## src/sv/lfuc_pkg.sv

```systemverilog
`default_nettype none

package lfuc_pkg;

  localparam int CAPACITY = 10;
  localparam int IDX_W    = (CAPACITY > 1) ? $clog2(CAPACITY) : 1;
  localparam int CNT_W    = $clog2(CAPACITY + 1);
  localparam int CMP_W    = CNT_W + 1;

  localparam int OP_W     = 2;
  localparam int KEY_W    = 32;
  localparam int DATA_W   = 64;
  localparam int USES_W   = 32;
  localparam int STATUS_W = 2;
  localparam int UPC_W    = 5;

  localparam logic [OP_W-1:0] OP_ADD  = 2'd0;
  localparam logic [OP_W-1:0] OP_FIND = 2'd1;
  localparam logic [OP_W-1:0] OP_DEL  = 2'd2;

  localparam logic [STATUS_W-1:0] ST_DONE     = 2'd0;
  localparam logic [STATUS_W-1:0] ST_MISS     = 2'd1;
  localparam logic [STATUS_W-1:0] ST_DEL_MISS = 2'd2;
  localparam logic [STATUS_W-1:0] ST_EVICT    = 2'd3;

  typedef struct packed {
    logic [KEY_W-1:0]  key;
    logic [DATA_W-1:0] data;
    logic [USES_W-1:0] uses;
  } lfuc_entry_t;

  localparam int ENTRY_W = $bits(lfuc_entry_t);

  typedef enum logic [1:0] {RD_NONE, RD_PTR, RD_PTR_M1, RD_PTR_P1} lfuc_rd_t;
  typedef enum logic [1:0] {WR_NONE, WR_SHIFT, WR_NEW, WR_BUMP} lfuc_wr_t;
  typedef enum logic [2:0] {PTR_HOLD, PTR_OCC, PTR_CLR, PTR_INC, PTR_DEC} lfuc_ptr_t;
  typedef enum logic [1:0] {OCC_HOLD, OCC_INC, OCC_DEC} lfuc_occ_t;
  typedef enum logic [2:0] {
    RES_NONE, RES_DONE, RES_MISS, RES_DEL_MISS, RES_EVICT, RES_HIT
  } lfuc_res_t;
  typedef enum logic [3:0] {
    C_NEVER, C_ALWAYS, C_OCC_FULL, C_OCC_ZERO, C_PTR_ZERO, C_PTR_GT1,
    C_KEY_MATCH, C_NEXT_LT_OCC, C_NEXT_GE_OCC, C_NEXT2_LT_OCC
  } lfuc_cond_t;

  typedef struct packed {
    lfuc_rd_t          rd;
    lfuc_wr_t          wr;
    lfuc_ptr_t         ptr;
    lfuc_occ_t         occ;
    lfuc_res_t         res;
    lfuc_cond_t        cond;
    logic              last;
    logic [UPC_W-1:0]  target;
  } lfuc_uop_t;

  typedef struct packed {
    logic occ_full;
    logic occ_zero;
    logic ptr_zero;
    logic ptr_gt1;
    logic key_match;
    logic next_lt_occ;
    logic next2_lt_occ;
    logic out_free;
  } lfuc_flags_t;

  // program labels
  localparam logic [UPC_W-1:0] U_EMIT  = 5'd0;
  localparam logic [UPC_W-1:0] U_NOP   = 5'd1;
  localparam logic [UPC_W-1:0] U_A0    = 5'd2;
  localparam logic [UPC_W-1:0] U_A1    = 5'd3;
  localparam logic [UPC_W-1:0] U_A2R   = 5'd4;
  localparam logic [UPC_W-1:0] U_A2W   = 5'd5;
  localparam logic [UPC_W-1:0] U_A3    = 5'd6;
  localparam logic [UPC_W-1:0] U_AF    = 5'd7;
  localparam logic [UPC_W-1:0] U_F0    = 5'd8;
  localparam logic [UPC_W-1:0] U_F1    = 5'd9;
  localparam logic [UPC_W-1:0] U_F2    = 5'd10;
  localparam logic [UPC_W-1:0] U_F3    = 5'd11;
  localparam logic [UPC_W-1:0] U_FMISS = 5'd12;
  localparam logic [UPC_W-1:0] U_FHIT  = 5'd13;
  localparam logic [UPC_W-1:0] U_D0    = 5'd14;
  localparam logic [UPC_W-1:0] U_D1    = 5'd15;
  localparam logic [UPC_W-1:0] U_D2    = 5'd16;
  localparam logic [UPC_W-1:0] U_D3    = 5'd17;
  localparam logic [UPC_W-1:0] U_DMISS = 5'd18;
  localparam logic [UPC_W-1:0] U_DSH   = 5'd19;
  localparam logic [UPC_W-1:0] U_DR    = 5'd20;
  localparam logic [UPC_W-1:0] U_DW    = 5'd21;
  localparam logic [UPC_W-1:0] U_DEND  = 5'd22;

  localparam lfuc_uop_t UOP_IDLE = '{
    rd: RD_NONE, wr: WR_NONE, ptr: PTR_HOLD, occ: OCC_HOLD, res: RES_NONE,
    cond: C_NEVER, last: 1'b0, target: U_EMIT
  };

  function automatic lfuc_uop_t lfuc_mk(
    input lfuc_rd_t rd, input lfuc_wr_t wr, input lfuc_ptr_t ptr,
    input lfuc_occ_t occ, input lfuc_res_t res, input lfuc_cond_t cond,
    input logic last, input logic [UPC_W-1:0] target
  );
    lfuc_uop_t u;
    u.rd     = rd;
    u.wr     = wr;
    u.ptr    = ptr;
    u.occ    = occ;
    u.res    = res;
    u.cond   = cond;
    u.last   = last;
    u.target = target;
    return u;
  endfunction

  function automatic lfuc_uop_t lfuc_rom(input logic [UPC_W-1:0] upc);
    lfuc_uop_t u;
    case (upc)
      U_EMIT:  u = lfuc_mk(RD_NONE, WR_NONE, PTR_HOLD, OCC_HOLD, RES_NONE,
                           C_NEVER, 1'b1, U_EMIT);
      U_NOP:   u = lfuc_mk(RD_NONE, WR_NONE, PTR_HOLD, OCC_HOLD, RES_DONE,
                           C_ALWAYS, 1'b0, U_EMIT);
      // add: open a hole at the head, shifting entries down one slot
      U_A0:    u = lfuc_mk(RD_NONE, WR_NONE, PTR_OCC, OCC_HOLD, RES_NONE,
                           C_OCC_FULL, 1'b0, U_AF);
      U_A1:    u = lfuc_mk(RD_NONE, WR_NONE, PTR_HOLD, OCC_HOLD, RES_NONE,
                           C_PTR_ZERO, 1'b0, U_A3);
      U_A2R:   u = lfuc_mk(RD_PTR_M1, WR_NONE, PTR_HOLD, OCC_HOLD, RES_NONE,
                           C_NEVER, 1'b0, U_EMIT);
      U_A2W:   u = lfuc_mk(RD_NONE, WR_SHIFT, PTR_DEC, OCC_HOLD, RES_NONE,
                           C_PTR_GT1, 1'b0, U_A2R);
      U_A3:    u = lfuc_mk(RD_NONE, WR_NEW, PTR_HOLD, OCC_INC, RES_DONE,
                           C_ALWAYS, 1'b0, U_EMIT);
      // full table: new entry has the lowest count and goes first
      U_AF:    u = lfuc_mk(RD_NONE, WR_NONE, PTR_HOLD, OCC_HOLD, RES_EVICT,
                           C_ALWAYS, 1'b0, U_EMIT);
      // find: scan from the head
      U_F0:    u = lfuc_mk(RD_NONE, WR_NONE, PTR_CLR, OCC_HOLD, RES_NONE,
                           C_OCC_ZERO, 1'b0, U_FMISS);
      U_F1:    u = lfuc_mk(RD_PTR, WR_NONE, PTR_HOLD, OCC_HOLD, RES_NONE,
                           C_NEVER, 1'b0, U_EMIT);
      U_F2:    u = lfuc_mk(RD_NONE, WR_NONE, PTR_HOLD, OCC_HOLD, RES_NONE,
                           C_KEY_MATCH, 1'b0, U_FHIT);
      U_F3:    u = lfuc_mk(RD_NONE, WR_NONE, PTR_INC, OCC_HOLD, RES_NONE,
                           C_NEXT_LT_OCC, 1'b0, U_F1);
      U_FMISS: u = lfuc_mk(RD_NONE, WR_NONE, PTR_HOLD, OCC_HOLD, RES_MISS,
                           C_ALWAYS, 1'b0, U_EMIT);
      U_FHIT:  u = lfuc_mk(RD_NONE, WR_BUMP, PTR_HOLD, OCC_HOLD, RES_HIT,
                           C_ALWAYS, 1'b0, U_EMIT);
      // delete: scan, then close the gap
      U_D0:    u = lfuc_mk(RD_NONE, WR_NONE, PTR_CLR, OCC_HOLD, RES_NONE,
                           C_OCC_ZERO, 1'b0, U_DMISS);
      U_D1:    u = lfuc_mk(RD_PTR, WR_NONE, PTR_HOLD, OCC_HOLD, RES_NONE,
                           C_NEVER, 1'b0, U_EMIT);
      U_D2:    u = lfuc_mk(RD_NONE, WR_NONE, PTR_HOLD, OCC_HOLD, RES_NONE,
                           C_KEY_MATCH, 1'b0, U_DSH);
      U_D3:    u = lfuc_mk(RD_NONE, WR_NONE, PTR_INC, OCC_HOLD, RES_NONE,
                           C_NEXT_LT_OCC, 1'b0, U_D1);
      U_DMISS: u = lfuc_mk(RD_NONE, WR_NONE, PTR_HOLD, OCC_HOLD, RES_DEL_MISS,
                           C_ALWAYS, 1'b0, U_EMIT);
      U_DSH:   u = lfuc_mk(RD_NONE, WR_NONE, PTR_HOLD, OCC_HOLD, RES_NONE,
                           C_NEXT_GE_OCC, 1'b0, U_DEND);
      U_DR:    u = lfuc_mk(RD_PTR_P1, WR_NONE, PTR_HOLD, OCC_HOLD, RES_NONE,
                           C_NEVER, 1'b0, U_EMIT);
      U_DW:    u = lfuc_mk(RD_NONE, WR_SHIFT, PTR_INC, OCC_HOLD, RES_NONE,
                           C_NEXT2_LT_OCC, 1'b0, U_DR);
      U_DEND:  u = lfuc_mk(RD_NONE, WR_NONE, PTR_HOLD, OCC_DEC, RES_DONE,
                           C_ALWAYS, 1'b0, U_EMIT);
      default: u = lfuc_mk(RD_NONE, WR_NONE, PTR_HOLD, OCC_HOLD, RES_DONE,
                           C_ALWAYS, 1'b0, U_EMIT);
    endcase
    return u;
  endfunction

  function automatic logic [UPC_W-1:0] lfuc_entry_pc(input logic [OP_W-1:0] op);
    logic [UPC_W-1:0] pc;
    case (op)
      OP_ADD:  pc = U_A0;
      OP_FIND: pc = U_F0;
      OP_DEL:  pc = U_D0;
      default: pc = U_NOP;
    endcase
    return pc;
  endfunction

endpackage

`default_nettype wire

```

## src/sv/lfuc_ram.sv

```systemverilog
`default_nettype none

module lfuc_ram #(
  parameter int WIDTH = 8,
  parameter int DEPTH = 16
) (
  input  wire logic                                       clk,
  input  wire logic                                       wr_en,
  input  wire logic [((DEPTH > 1) ? $clog2(DEPTH) : 1)-1:0] wr_addr,
  input  wire logic [WIDTH-1:0]                           wr_data,
  input  wire logic                                       rd_en,
  input  wire logic [((DEPTH > 1) ? $clog2(DEPTH) : 1)-1:0] rd_addr,
  output logic      [WIDTH-1:0]                           rd_data
);

  logic [WIDTH-1:0] mem_r [DEPTH];
  logic [WIDTH-1:0] rd_data_r;

  always_ff @(posedge clk) begin
    if (wr_en) begin
      mem_r[wr_addr] <= wr_data;
    end
    if (rd_en) begin
      rd_data_r <= mem_r[rd_addr];
    end
  end

  assign rd_data = rd_data_r;

endmodule

`default_nettype wire

```

## src/sv/lfuc_seq.sv

```systemverilog
`default_nettype none

module lfuc_seq import lfuc_pkg::*; (
  input  wire logic              clk,
  input  wire logic              rst_n,
  input  wire logic              start,
  input  wire logic [OP_W-1:0]   op,
  input  wire lfuc_flags_t       flags,
  output logic                   busy,
  output lfuc_uop_t              uop,
  output logic                   emit
);

  logic             busy_r, busy_nxt;
  logic [UPC_W-1:0] upc_r, upc_nxt;
  logic             take;

  always_comb begin
    uop = busy_r ? lfuc_rom(upc_r) : UOP_IDLE;
    case (uop.cond)
      C_NEVER:        take = 1'b0;
      C_ALWAYS:       take = 1'b1;
      C_OCC_FULL:     take = flags.occ_full;
      C_OCC_ZERO:     take = flags.occ_zero;
      C_PTR_ZERO:     take = flags.ptr_zero;
      C_PTR_GT1:      take = flags.ptr_gt1;
      C_KEY_MATCH:    take = flags.key_match;
      C_NEXT_LT_OCC:  take = flags.next_lt_occ;
      C_NEXT_GE_OCC:  take = !flags.next_lt_occ;
      C_NEXT2_LT_OCC: take = flags.next2_lt_occ;
      default:        take = 1'b0;
    endcase
  end

  assign emit = busy_r && uop.last && flags.out_free;
  assign busy = busy_r;

  always_comb begin
    busy_nxt = busy_r;
    upc_nxt  = upc_r;
    if (!busy_r) begin
      if (start) begin
        busy_nxt = 1'b1;
        upc_nxt  = lfuc_entry_pc(op);
      end
    end else if (uop.last) begin
      // wait here until the output register frees up
      if (flags.out_free) begin
        busy_nxt = 1'b0;
      end
    end else if (take) begin
      upc_nxt = uop.target;
    end else begin
      upc_nxt = upc_r + UPC_W'(1);
    end
  end

  always_ff @(posedge clk) begin
    if (!rst_n) begin
      busy_r <= 1'b0;
      upc_r  <= U_EMIT;
    end else begin
      busy_r <= busy_nxt;
      upc_r  <= upc_nxt;
    end
  end

endmodule

`default_nettype wire

```

## src/sv/lfu_object_cache_top.sv

```systemverilog
`default_nettype none

// Small LFU-style keyed cache of CAPACITY entries (key, 64-bit data, use count), newest
// first. A command beat is taken whenever no command is in progress; its result beat lands
// in an output register, so a new command may start while that result waits. Commands run
// one at a time under a microcoded sequencer over a single-port-read entry RAM with
// registered read: each entry scanned takes a read, a key compare and a pointer step, and
// each entry moved takes a read and a write. The final step of a command waits while the
// output register still holds a result that out_ready has not yet taken, and the next
// command beat is taken only once the sequencer has gone idle.

module lfu_object_cache_top import lfuc_pkg::*; (
  input  wire logic                       clk,
  input  wire logic                       rst_n,
  input  wire logic                       in_valid,
  output logic                            in_ready,
  input  wire logic        [OP_W-1:0]     in_op,
  input  wire logic signed [KEY_W-1:0]    in_key,
  input  wire logic        [DATA_W-1:0]   in_payload,
  output logic                            out_valid,
  input  wire logic                       out_ready,
  output logic             [STATUS_W-1:0] out_status,
  output logic             [DATA_W-1:0]   out_data_out,
  output logic signed      [KEY_W-1:0]    out_evicted_key
);

  logic               start;
  logic               busy;
  logic               emit;
  lfuc_uop_t          uop;
  lfuc_flags_t        flags;

  logic [KEY_W-1:0]   key_r, key_nxt;
  logic [DATA_W-1:0]  payload_r, payload_nxt;
  logic [IDX_W-1:0]   ptr_r, ptr_nxt;
  logic [CNT_W-1:0]   occ_r, occ_nxt;

  logic [STATUS_W-1:0]    res_status_r, res_status_nxt;
  logic [DATA_W-1:0]      res_data_r, res_data_nxt;
  logic signed [KEY_W-1:0] res_evk_r, res_evk_nxt;

  logic                    out_valid_r, out_valid_nxt;
  logic [STATUS_W-1:0]     out_status_r, out_status_nxt;
  logic [DATA_W-1:0]       out_data_r, out_data_nxt;
  logic signed [KEY_W-1:0] out_evk_r, out_evk_nxt;

  logic               rd_en, wr_en;
  logic [IDX_W-1:0]   rd_addr, wr_addr;
  logic [ENTRY_W-1:0] rd_data;
  lfuc_entry_t        rd_entry, wr_entry;
  logic [CMP_W-1:0]   ptr_ext, occ_ext;

  assign in_ready = !busy;
  assign start    = in_valid && in_ready;

  lfuc_seq u_seq (
    .clk   (clk),
    .rst_n (rst_n),
    .start (start),
    .op    (in_op),
    .flags (flags),
    .busy  (busy),
    .uop   (uop),
    .emit  (emit)
  );

  lfuc_ram #(
    .WIDTH (ENTRY_W),
    .DEPTH (CAPACITY)
  ) u_ram (
    .clk     (clk),
    .wr_en   (wr_en),
    .wr_addr (wr_addr),
    .wr_data (wr_entry),
    .rd_en   (rd_en),
    .rd_addr (rd_addr),
    .rd_data (rd_data)
  );

  assign rd_entry = lfuc_entry_t'(rd_data);
  assign ptr_ext  = CMP_W'(ptr_r);
  assign occ_ext  = CMP_W'(occ_r);

  always_comb begin
    flags.occ_full     = (occ_r == CNT_W'(CAPACITY));
    flags.occ_zero     = (occ_r == '0);
    flags.ptr_zero     = (ptr_r == '0);
    flags.ptr_gt1      = (ptr_ext > CMP_W'(1));
    flags.key_match    = (rd_entry.key == key_r);
    flags.next_lt_occ  = ((ptr_ext + CMP_W'(1)) < occ_ext);
    flags.next2_lt_occ = ((ptr_ext + CMP_W'(2)) < occ_ext);
    flags.out_free     = !out_valid_r || out_ready;
  end

  // entry ram access
  always_comb begin
    rd_en   = 1'b0;
    rd_addr = ptr_r;
    case (uop.rd)
      RD_PTR:    rd_en = 1'b1;
      RD_PTR_M1: begin
        rd_en   = 1'b1;
        rd_addr = ptr_r - IDX_W'(1);
      end
      RD_PTR_P1: begin
        rd_en   = 1'b1;
        rd_addr = ptr_r + IDX_W'(1);
      end
      default:   rd_en = 1'b0;
    endcase

    wr_en    = 1'b0;
    wr_addr  = ptr_r;
    wr_entry = rd_entry;
    case (uop.wr)
      WR_SHIFT: wr_en = 1'b1;
      WR_NEW: begin
        wr_en         = 1'b1;
        wr_addr       = '0;
        wr_entry.key  = key_r;
        wr_entry.data = payload_r;
        wr_entry.uses = '0;
      end
      WR_BUMP: begin
        wr_en = 1'b1;
        if (rd_entry.uses != '1) begin
          wr_entry.uses = rd_entry.uses + USES_W'(1);
        end
      end
      default: wr_en = 1'b0;
    endcase
  end

  // datapath registers
  always_comb begin
    key_nxt     = key_r;
    payload_nxt = payload_r;
    if (start) begin
      key_nxt     = in_key;
      payload_nxt = in_payload;
    end

    case (uop.ptr)
      PTR_OCC: ptr_nxt = IDX_W'(occ_r);
      PTR_CLR: ptr_nxt = '0;
      PTR_INC: ptr_nxt = ptr_r + IDX_W'(1);
      PTR_DEC: ptr_nxt = ptr_r - IDX_W'(1);
      default: ptr_nxt = ptr_r;
    endcase

    case (uop.occ)
      OCC_INC: occ_nxt = occ_r + CNT_W'(1);
      OCC_DEC: occ_nxt = occ_r - CNT_W'(1);
      default: occ_nxt = occ_r;
    endcase

    res_status_nxt = res_status_r;
    res_data_nxt   = res_data_r;
    res_evk_nxt    = res_evk_r;
    case (uop.res)
      RES_DONE: begin
        res_status_nxt = ST_DONE;
        res_data_nxt   = '0;
        res_evk_nxt    = '0;
      end
      RES_MISS: begin
        res_status_nxt = ST_MISS;
        res_data_nxt   = '0;
        res_evk_nxt    = '0;
      end
      RES_DEL_MISS: begin
        res_status_nxt = ST_DEL_MISS;
        res_data_nxt   = '0;
        res_evk_nxt    = '0;
      end
      RES_EVICT: begin
        res_status_nxt = ST_EVICT;
        res_data_nxt   = '0;
        res_evk_nxt    = key_r;
      end
      RES_HIT: begin
        res_status_nxt = ST_DONE;
        res_data_nxt   = rd_entry.data;
        res_evk_nxt    = '0;
      end
      default: res_status_nxt = res_status_r;
    endcase

    out_valid_nxt  = out_valid_r;
    out_status_nxt = out_status_r;
    out_data_nxt   = out_data_r;
    out_evk_nxt    = out_evk_r;
    if (emit) begin
      out_valid_nxt  = 1'b1;
      out_status_nxt = res_status_r;
      out_data_nxt   = res_data_r;
      out_evk_nxt    = res_evk_r;
    end else if (out_ready) begin
      out_valid_nxt = 1'b0;
    end
  end

  always_ff @(posedge clk) begin
    if (!rst_n) begin
      occ_r       <= '0;
      ptr_r       <= '0;
      out_valid_r <= 1'b0;
    end else begin
      occ_r       <= occ_nxt;
      ptr_r       <= ptr_nxt;
      out_valid_r <= out_valid_nxt;
    end
  end

  always_ff @(posedge clk) begin
    key_r        <= key_nxt;
    payload_r    <= payload_nxt;
    res_status_r <= res_status_nxt;
    res_data_r   <= res_data_nxt;
    res_evk_r    <= res_evk_nxt;
    out_status_r <= out_status_nxt;
    out_data_r   <= out_data_nxt;
    out_evk_r    <= out_evk_nxt;
  end

  assign out_valid       = out_valid_r;
  assign out_status      = out_status_r;
  assign out_data_out    = out_data_r;
  assign out_evicted_key = out_evk_r;

`ifndef SYNTHESIS
  a_occ_bound: assert property (@(posedge clk) disable iff (!rst_n)
    occ_r <= CNT_W'(CAPACITY))
    else $error("occupancy above capacity");

  a_evict_full: assert property (@(posedge clk) disable iff (!rst_n)
    (emit && res_status_r == ST_EVICT) |-> flags.occ_full)
    else $error("eviction reported on a table that is not full");

  a_wr_in_range: assert property (@(posedge clk) disable iff (!rst_n)
    wr_en |-> (CMP_W'(wr_addr) <= occ_ext))
    else $error("entry write beyond the occupied region");

  a_emit_beat: assert property (@(posedge clk) disable iff (!rst_n)
    emit |=> (out_valid && !busy))
    else $error("result beat not presented after the last step");
`endif

endmodule

`default_nettype wire

```

## config.mk

```make
export PLATFORM = sky130hd
export DESIGN_NAME = lfu_object_cache_top
export DESIGN_NICKNAME = d
export VERILOG_FILES = /design/src/sv/lfuc_pkg.sv /design/src/sv/lfuc_ram.sv /design/src/sv/lfuc_seq.sv /design/src/sv/lfu_object_cache_top.sv
export SDC_FILE = /design/constraint.sdc
export NUM_CORES = 1
export LEC_CHECK = 0
export BUFFER_PORTS_ARGS = -buffer_cell sky130_fd_sc_hd__clkbuf_2
export CAP_MARGIN = 10
export CORE_MARGIN = 1
export CORE_UTILIZATION = 60
export CTS_CLUSTER_DIAMETER = 30
export DETAILED_ROUTE_END_ITERATION = 10
export GPL_ROUTABILITY_DRIVEN = 0
export PLACE_DENSITY_LB_ADDON = 0.25
export SETUP_SLACK_MARGIN = 0.1
export SYNTH_ARGS = -nofsm -noshare
export SYNTH_HDL_FRONTEND = slang
export SYNTH_SLANG_ARGS = --single-unit
```

## constraint.sdc

```tcl
create_clock -name clk -period 17.3 [get_ports clk]
set_input_delay 3.46 -clock clk [delete_from_list [all_inputs] [get_ports clk]]
set_output_delay 3.46 -clock clk [all_outputs]
set_load 0.05 [all_outputs]
```

==> results of run 1 <==
==> cells by family (layout without fill, tap and decap cells) <==
kind of cell / count (synthesis) / count (layout)
fa+ha+maj: 27 / 27
other cells: 0 / 1
mux: 396 / 396
flops: 1385 / 1385
simple gates: 344 / 344
compound gates: 287 / 287
xor+xnor: 44 / 44
buf+inv: 155 / 689
==> cell usage after synthesis, types with 12 or more instances <==
library cell,instances,share of area
buf_1,12,0.00085
clkbuf_1,94,0.0067
edfxtp_1,1348,0.77
xnor2_1,33,0.0055
mux4_2,192,0.082
a21oi_1,128,0.012
a211oi_1,99,0.014
nor2_1,38,0.0027
and2_1,97,0.011
nor3_1,18,0.0017
ha_1,26,0.0061
buf_2,23,0.0022
mux2_2,98,0.021
dfxtp_1,37,0.014
o21ai_0,13,0.0012
inv_1,22,0.0016
mux2i_1,104,0.020
nor2b_1,98,0.012
nand2_1,32,0.0023
==> power by group through the flow <==
stage / Combinational (mW) / Sequential [mW] / Clock, mW
final: 0.697 / 3.88 / 4.55
after global routing: 0.748 / 3.88 / 4.75
after CTS: 0.702 / 3.88 / 4.60
after detailed placement: 0.691 / 3.94 / 0
after global placement: 0.669 / 3.94 / 0
after floorplan: 0.445 / 3.99 / 0
==> worst max-delay path: cells and delay by family <==
family,cells,cell delay (ns)
buffers and inverters,4,1.10
adder cells (fa/ha/maj),1,0.31
AO/OA/AOI/OAI,4,1.28
AND/OR/NAND/NOR,2,0.45
==> worst max path at each step <==
stage                    start                   to  slack [ns]  depth (start not counted)
floorplan           u_seq.busy  u_ram.mem_r[4][100]        6.49                          4
global placement         rst_n             register       10.94                         11
detailed placement       rst_n             register       10.71                         11
CTS                      rst_n             register       11.48                         11
global route             rst_n             register       11.06                         11
finish                   rst_n             register       11.27                         11
==> layout make-up <==
| cell class | instances | area (um2) | area share |
|---|---|---|---|
| Sequential cell | 1385 | 41200 | 0.652 |
| Multi-Input combinational cell | 1098 | 11200 | 0.177 |
| Clock buffer | 248 | 5750 | 0.0909 |
| Clock inverter | 174 | 2160 | 0.0342 |
| Tap cell | 1155 | 1450 | 0.0228 |
| Timing Repair Buffer | 242 | 1400 | 0.0222 |
| Inverter | 25 | 96.3 | 0.00152 |
| Antenna cell | 1 | 2.50 | 0.0000396 |
==> sequential cells by signal, indices dropped and copies added, names as in the netlist, named ones only <==
register and flops:
u_ram.mem_r 960, u_ram.rd_data 96, out_data_out 64, payload_r 64, res_data_r 64, key_r 32, out_evicted_key 32, res_evk_r 32
u_seq.upc_r 5, occ_r 4, ptr_r 4, out_status 2, res_status_r 2, out_valid 1, u_seq.busy 1
==> stage by stage <==
stage / hold WS [ns] / util
final: 0.380 / 0.727
after global routing: 0.376 / 0.727
after CTS: 0.369 / 0.727
after detailed placement: 0.405 / 0.636
after global placement: 0.400 / 0.636
after floorplan: 0.400 / -
==> routing by layer <==
metal / routed length [um] / vias to the layer above / GRT usage
met4: 2990 / 0 / 0.0957
met1: 46600 / 14000 / 0.358
met3: 7330 / 239 / 0.0429
met5: 0 / - / 0
li1: - / 11400 / -
met2: 59400 / 1177 / 0.440
==> results.ini, run 1 <==
[run_status]
status=completed

[die]
die_area_um2=89400
ios=202
initial_core_util=0.608
die_h_um=299
core_um2=87000
chipWidth_um=299
rows=108

[placed_design]
placedCellCount=3905
pre_cts_ws_ns=10.71
hpwl_um=55700
portBuffers=201
dpl_cell_area_um2=55300

[setup_path]
critical_path_class=in -> reg
arrival_ns=6.60
timing.rr.start=ptr_r[0]
slowest_delay_ns=0.48
end_kind=register
start_kind=input pin
required_ns=17.87
path_common_cell=inv_1
rrSetupSlack_ns=11.99
crit_chain=clkbuf_2 > inv_1 > a211oi_1 > nor4bb_1 > a311o_1 > inv_2 > ha_1 > inv_1 > nor3_1 > a21oi_1 > o22ai_2
cpMaxStageDelayCell=a311o_1
crit_path_max_fanout=20
rr_worst_depth=13

[logic_synthesis]
synthesis.nets=2767
yosysUniqueCellTypes=67
synth_area_per_cell_um2=20.1
ys.flop_type=edfxtp_1
yosysSeqAreaShare=0.779
muxShareOfSynthArea=0.123
synth_cells=2638
synth-seq-cells=1385
synth_top_family_by_area=multiplexers
synthAdderAreaFrac=0.00653
synth-compound-area-share=0.0349
synthArstFlopShare=0
mappedNetlistArea_um2=52900
synth-simple-area-share=0.0373
yosysWarnings=0
synth_xor_area_frac=0.00729
synth-edff-count=1348

[global_routing]
grt_usage=0.264
grt_pass1_vias=28200
grt_pass1_wl_um=174000
overflow=0
grt_max_degree=193
antenna_found_initial=3

[clock_network]
cts_buffers=224
clk_latency_ns=0.81
path_clk_slew_ns=0.05
cts_hold_buf=0
cts_tree=yes
cts_resized=0
post_cts_buffers=0
root_buffer=clkbuf_16
cts_buffer_depth=3
clkSinkCount=1385
h-tree-depth=4

[detailed_routing]
dr.pass1.iters=8
first_iter_violations=2725
wirelength_um=116000
routedWlPerCell_um=26.9
num_vias=26800
remaining_drc_errors=0
ant_nets=0
viasPerCell=6.20

[sta]
min_period_ns=6.03
setup_viol=0
tightest_slew_ns=1.16
final_hold_viol_count=0
period_share=0.349
worst_slack_ns=11.27
rsz0062_at_grt=no
finalMaxSlewViolations=0
slew_headroom=0.208
max_freq_ghz=0.166
fin_setup_tns_ns=0
clock_skew_ns=0.0616

[hold_path]
holdCritPathClass=reg -> reg
holdPathEnd=out_status[0]
holdCritStartpoint=res_status_r[0]
holdPathStages=0

[final_layout]
n_fill_cell=4917
area_growth_pct=19.6
drive_gt1_frac=0.296
fin_nets=3105
fin_area_um2=63300
final_cell_mix=1,348 x edfxtp_1, 226 x clkbuf_16, 201 x clkbuf_2, 192 x mux4_2, 126 x a21oi_1
final_cells=4328
final_common_cell=edfxtp_1

[pwr]
powerDensity_nw_per_um2=144
p_sw_frac=0.235
peakVddDrop_v=0.000125
p_int_mw=6.98
total_power_mw=9.12
clkPwrFrac=0.499
seqPwrFrac=0.425
combPwrFrac=0.076
p_switching_mw=2.14
leakagePower_nw=21.7

[run]
drv_cap=0

(Power assumes the default switching activity.)
==> run 2, diff against run 1 <==
--- a/config.mk
+++ b/config.mk
@@ -8,7 +8,7 @@
 export BUFFER_PORTS_ARGS = -buffer_cell sky130_fd_sc_hd__clkbuf_2
 export CAP_MARGIN = 10
 export CORE_MARGIN = 1
-export CORE_UTILIZATION = 60
+export CORE_UTILIZATION = 55
 export CTS_CLUSTER_DIAMETER = 30
 export DETAILED_ROUTE_END_ITERATION = 10
 export GPL_ROUTABILITY_DRIVEN = 0
==> constraint.sdc (replaced) <==
create_clock -name clk -period 5 [get_ports clk]
set_input_delay 1 -clock clk [delete_from_list [all_inputs] [get_ports clk]]
set_output_delay 1 -clock clk [all_outputs]
set_load 0.05 [all_outputs]
==> results.ini, run 2 (synthesized netlist as in run 1, its figures left out) <==
[clock_network]
root_buffer=clkbuf_16
clk_latency_ns=0.81
cts_buffers=230
h-tree-depth=4
path_clk_slew_ns=0.05
cts_buffer_depth=3
clkSinkCount=1385
cts_tree=yes

[global_routing]
overflow=0
grt_pass1_vias=27800
grt_usage=0.237
grt_pass1_wl_um=172000
antenna_found_initial=0
grt_max_degree=147

[sta]
period_share=0.913
slew_headroom=0.249
setup_viol=0
min_period_ns=4.57
final_hold_viol_count=0
worst_slack_ns=0.434
max_freq_ghz=0.219
rsz0062_at_grt=no
tightest_slew_ns=1.12
finalMaxSlewViolations=0
clock_skew_ns=0.0525

[pwr]
leakagePower_nw=21.8
peakVddDrop_v=0.000375
powerDensity_nw_per_um2=495

[setup_path]
end_kind=register
crit_path_max_fanout=11
start_kind=register
arrival_ns=5.21
required_ns=5.65
rr_worst_depth=16
rrSetupSlack_ns=0.43
timing.rr.start=ptr_r[1]
critical_path_class=reg -> reg

[run_status]
status=completed

[detailed_routing]
remaining_drc_errors=0
dr.pass1.iters=5
num_vias=26600
ant_nets=0
first_iter_violations=2467
wirelength_um=114000
routedWlPerCell_um=25.5
viasPerCell=5.96

[run]
drv_cap=0

[hold_path]
holdCritStartpoint=in_key[15]
holdPathEnd=key_r[15]
holdCritPathClass=in -> reg
holdPathStages=1

[die]
chipWidth_um=312
ios=202
die_area_um2=97400
initial_core_util=0.556
core_um2=95200
rows=113
die_h_um=312

[placed_design]
hpwl_um=56000
pre_cts_ws_ns=0.537
dpl_cell_area_um2=55700
portBuffers=201

[final_layout]
final_common_cell=edfxtp_1
largest_reg_flops=960
drive_gt1_frac=0.305
fin_nets=3123
n_antenna_cell=0
regMostFlops=u_ram.mem_r
final_cell_mix=1,348 x edfxtp_1, 234 x clkbuf_16, 201 x clkbuf_2, 192 x mux4_2, 126 x a21oi_1
area_growth_pct=20.4
fin_area_um2=63700

## run 2: cell types whose count changed in the layout (fill, tap and decap cells not counted), moves of 4 or more
cell,change
clkinvlp_4,+19
buf_12,+10
clkbuf_16,+8
clkinv_1,-8
bufinv_16,-7
clkinv_4,+6
clkinv_16,-5
clkinv_2,-4
## run 2: repair_timing
| item | 4_1_cts | 5_1_grt |
|---|---|---|
| hold buffers | 0 | 0 |
| endpoints found under the setup margin | 0 | 1 |
| buffers inserted | 0 | 0 |
| endpoints found under the hold margin | 0 | 0 |
| resized for setup | 0 | 1 |
## run 2: metal layers
metal,share of wire,vias up,GRT usage
met5,0,-,0
met4,0.022,0,0.0779
met3,0.063,205,0.0424
met2,0.50,1037,0.385
met1,0.42,13900,0.327
li1,-,11500,-
## run 2: report_power, final
part	switching, mW	leakage (nW)	internal (mW)	total, mW
Clock	5.69	3.78	9.98	15.7
Combinational	1.54	5.58	0.889	2.43
Sequential	0.182	12.4	13.2	13.4
Total	7.41	21.8	24.1	31.5
## run 2: stage by stage
step	cells	setup TNS, ns	power [mW]	hold WS [ns]	util
2_1_floorplan	2638	-159.45	15.4	0.400	-
3_3_place_gp	4027	0	16.0	0.401	0.586
3_5_place_dp	4027	0	16.0	0.405	0.586
4_1_cts	4463	0	31.7	0.332	0.669
5_1_grt	4463	0	32.4	0.356	0.669
6_report	4463	0	31.5	0.376	0.669
## run 2: cell type report
type	count	area, um2
sequential	1385	41200
fill	5952	31500
multi-input combinational	1098	11200
clock buffer	256	5950
clock inverter	180	1980
timing repair buffer	254	1620
tap	1265	1580
inverter	25	96.3
## run 2: critical path, stage by stage, from the launching register on
cell and delay (ns):
dfxtp_1 0.68, inv_1 0.29, ha_1 0.40, ha_1 0.28
a21boi_2 0.16, o31ai_4 0.19, mux2i_1 0.30, a41oi_2 0.09
nand2b_1 0.15, buf_4 0.20, mux2i_1 0.31, o211a_1 0.29
inv_1 0.13, ha_1 0.30, a21boi_0 0.20, o211ai_1 0.31
o211ai_1 0.14
## run 2: worst max path at each step
| stage | depth (start not counted) | start | to | slack (ns) |
|---|---|---|---|---|
| after global placement | 17 | ptr_r[2] | register | 0.78 |
| after floorplan | 6 | u_seq.busy | u_ram.mem_r[8][100] | -0.83 |
| final | 16 | ptr_r[1] | register | 0.43 |
| after CTS | 18 | ptr_r[2] | register | 0.52 |
| after detailed placement | 16 | ptr_r[1] | register | 0.54 |
| after global routing | 16 | ptr_r[1] | register | 0.12 |
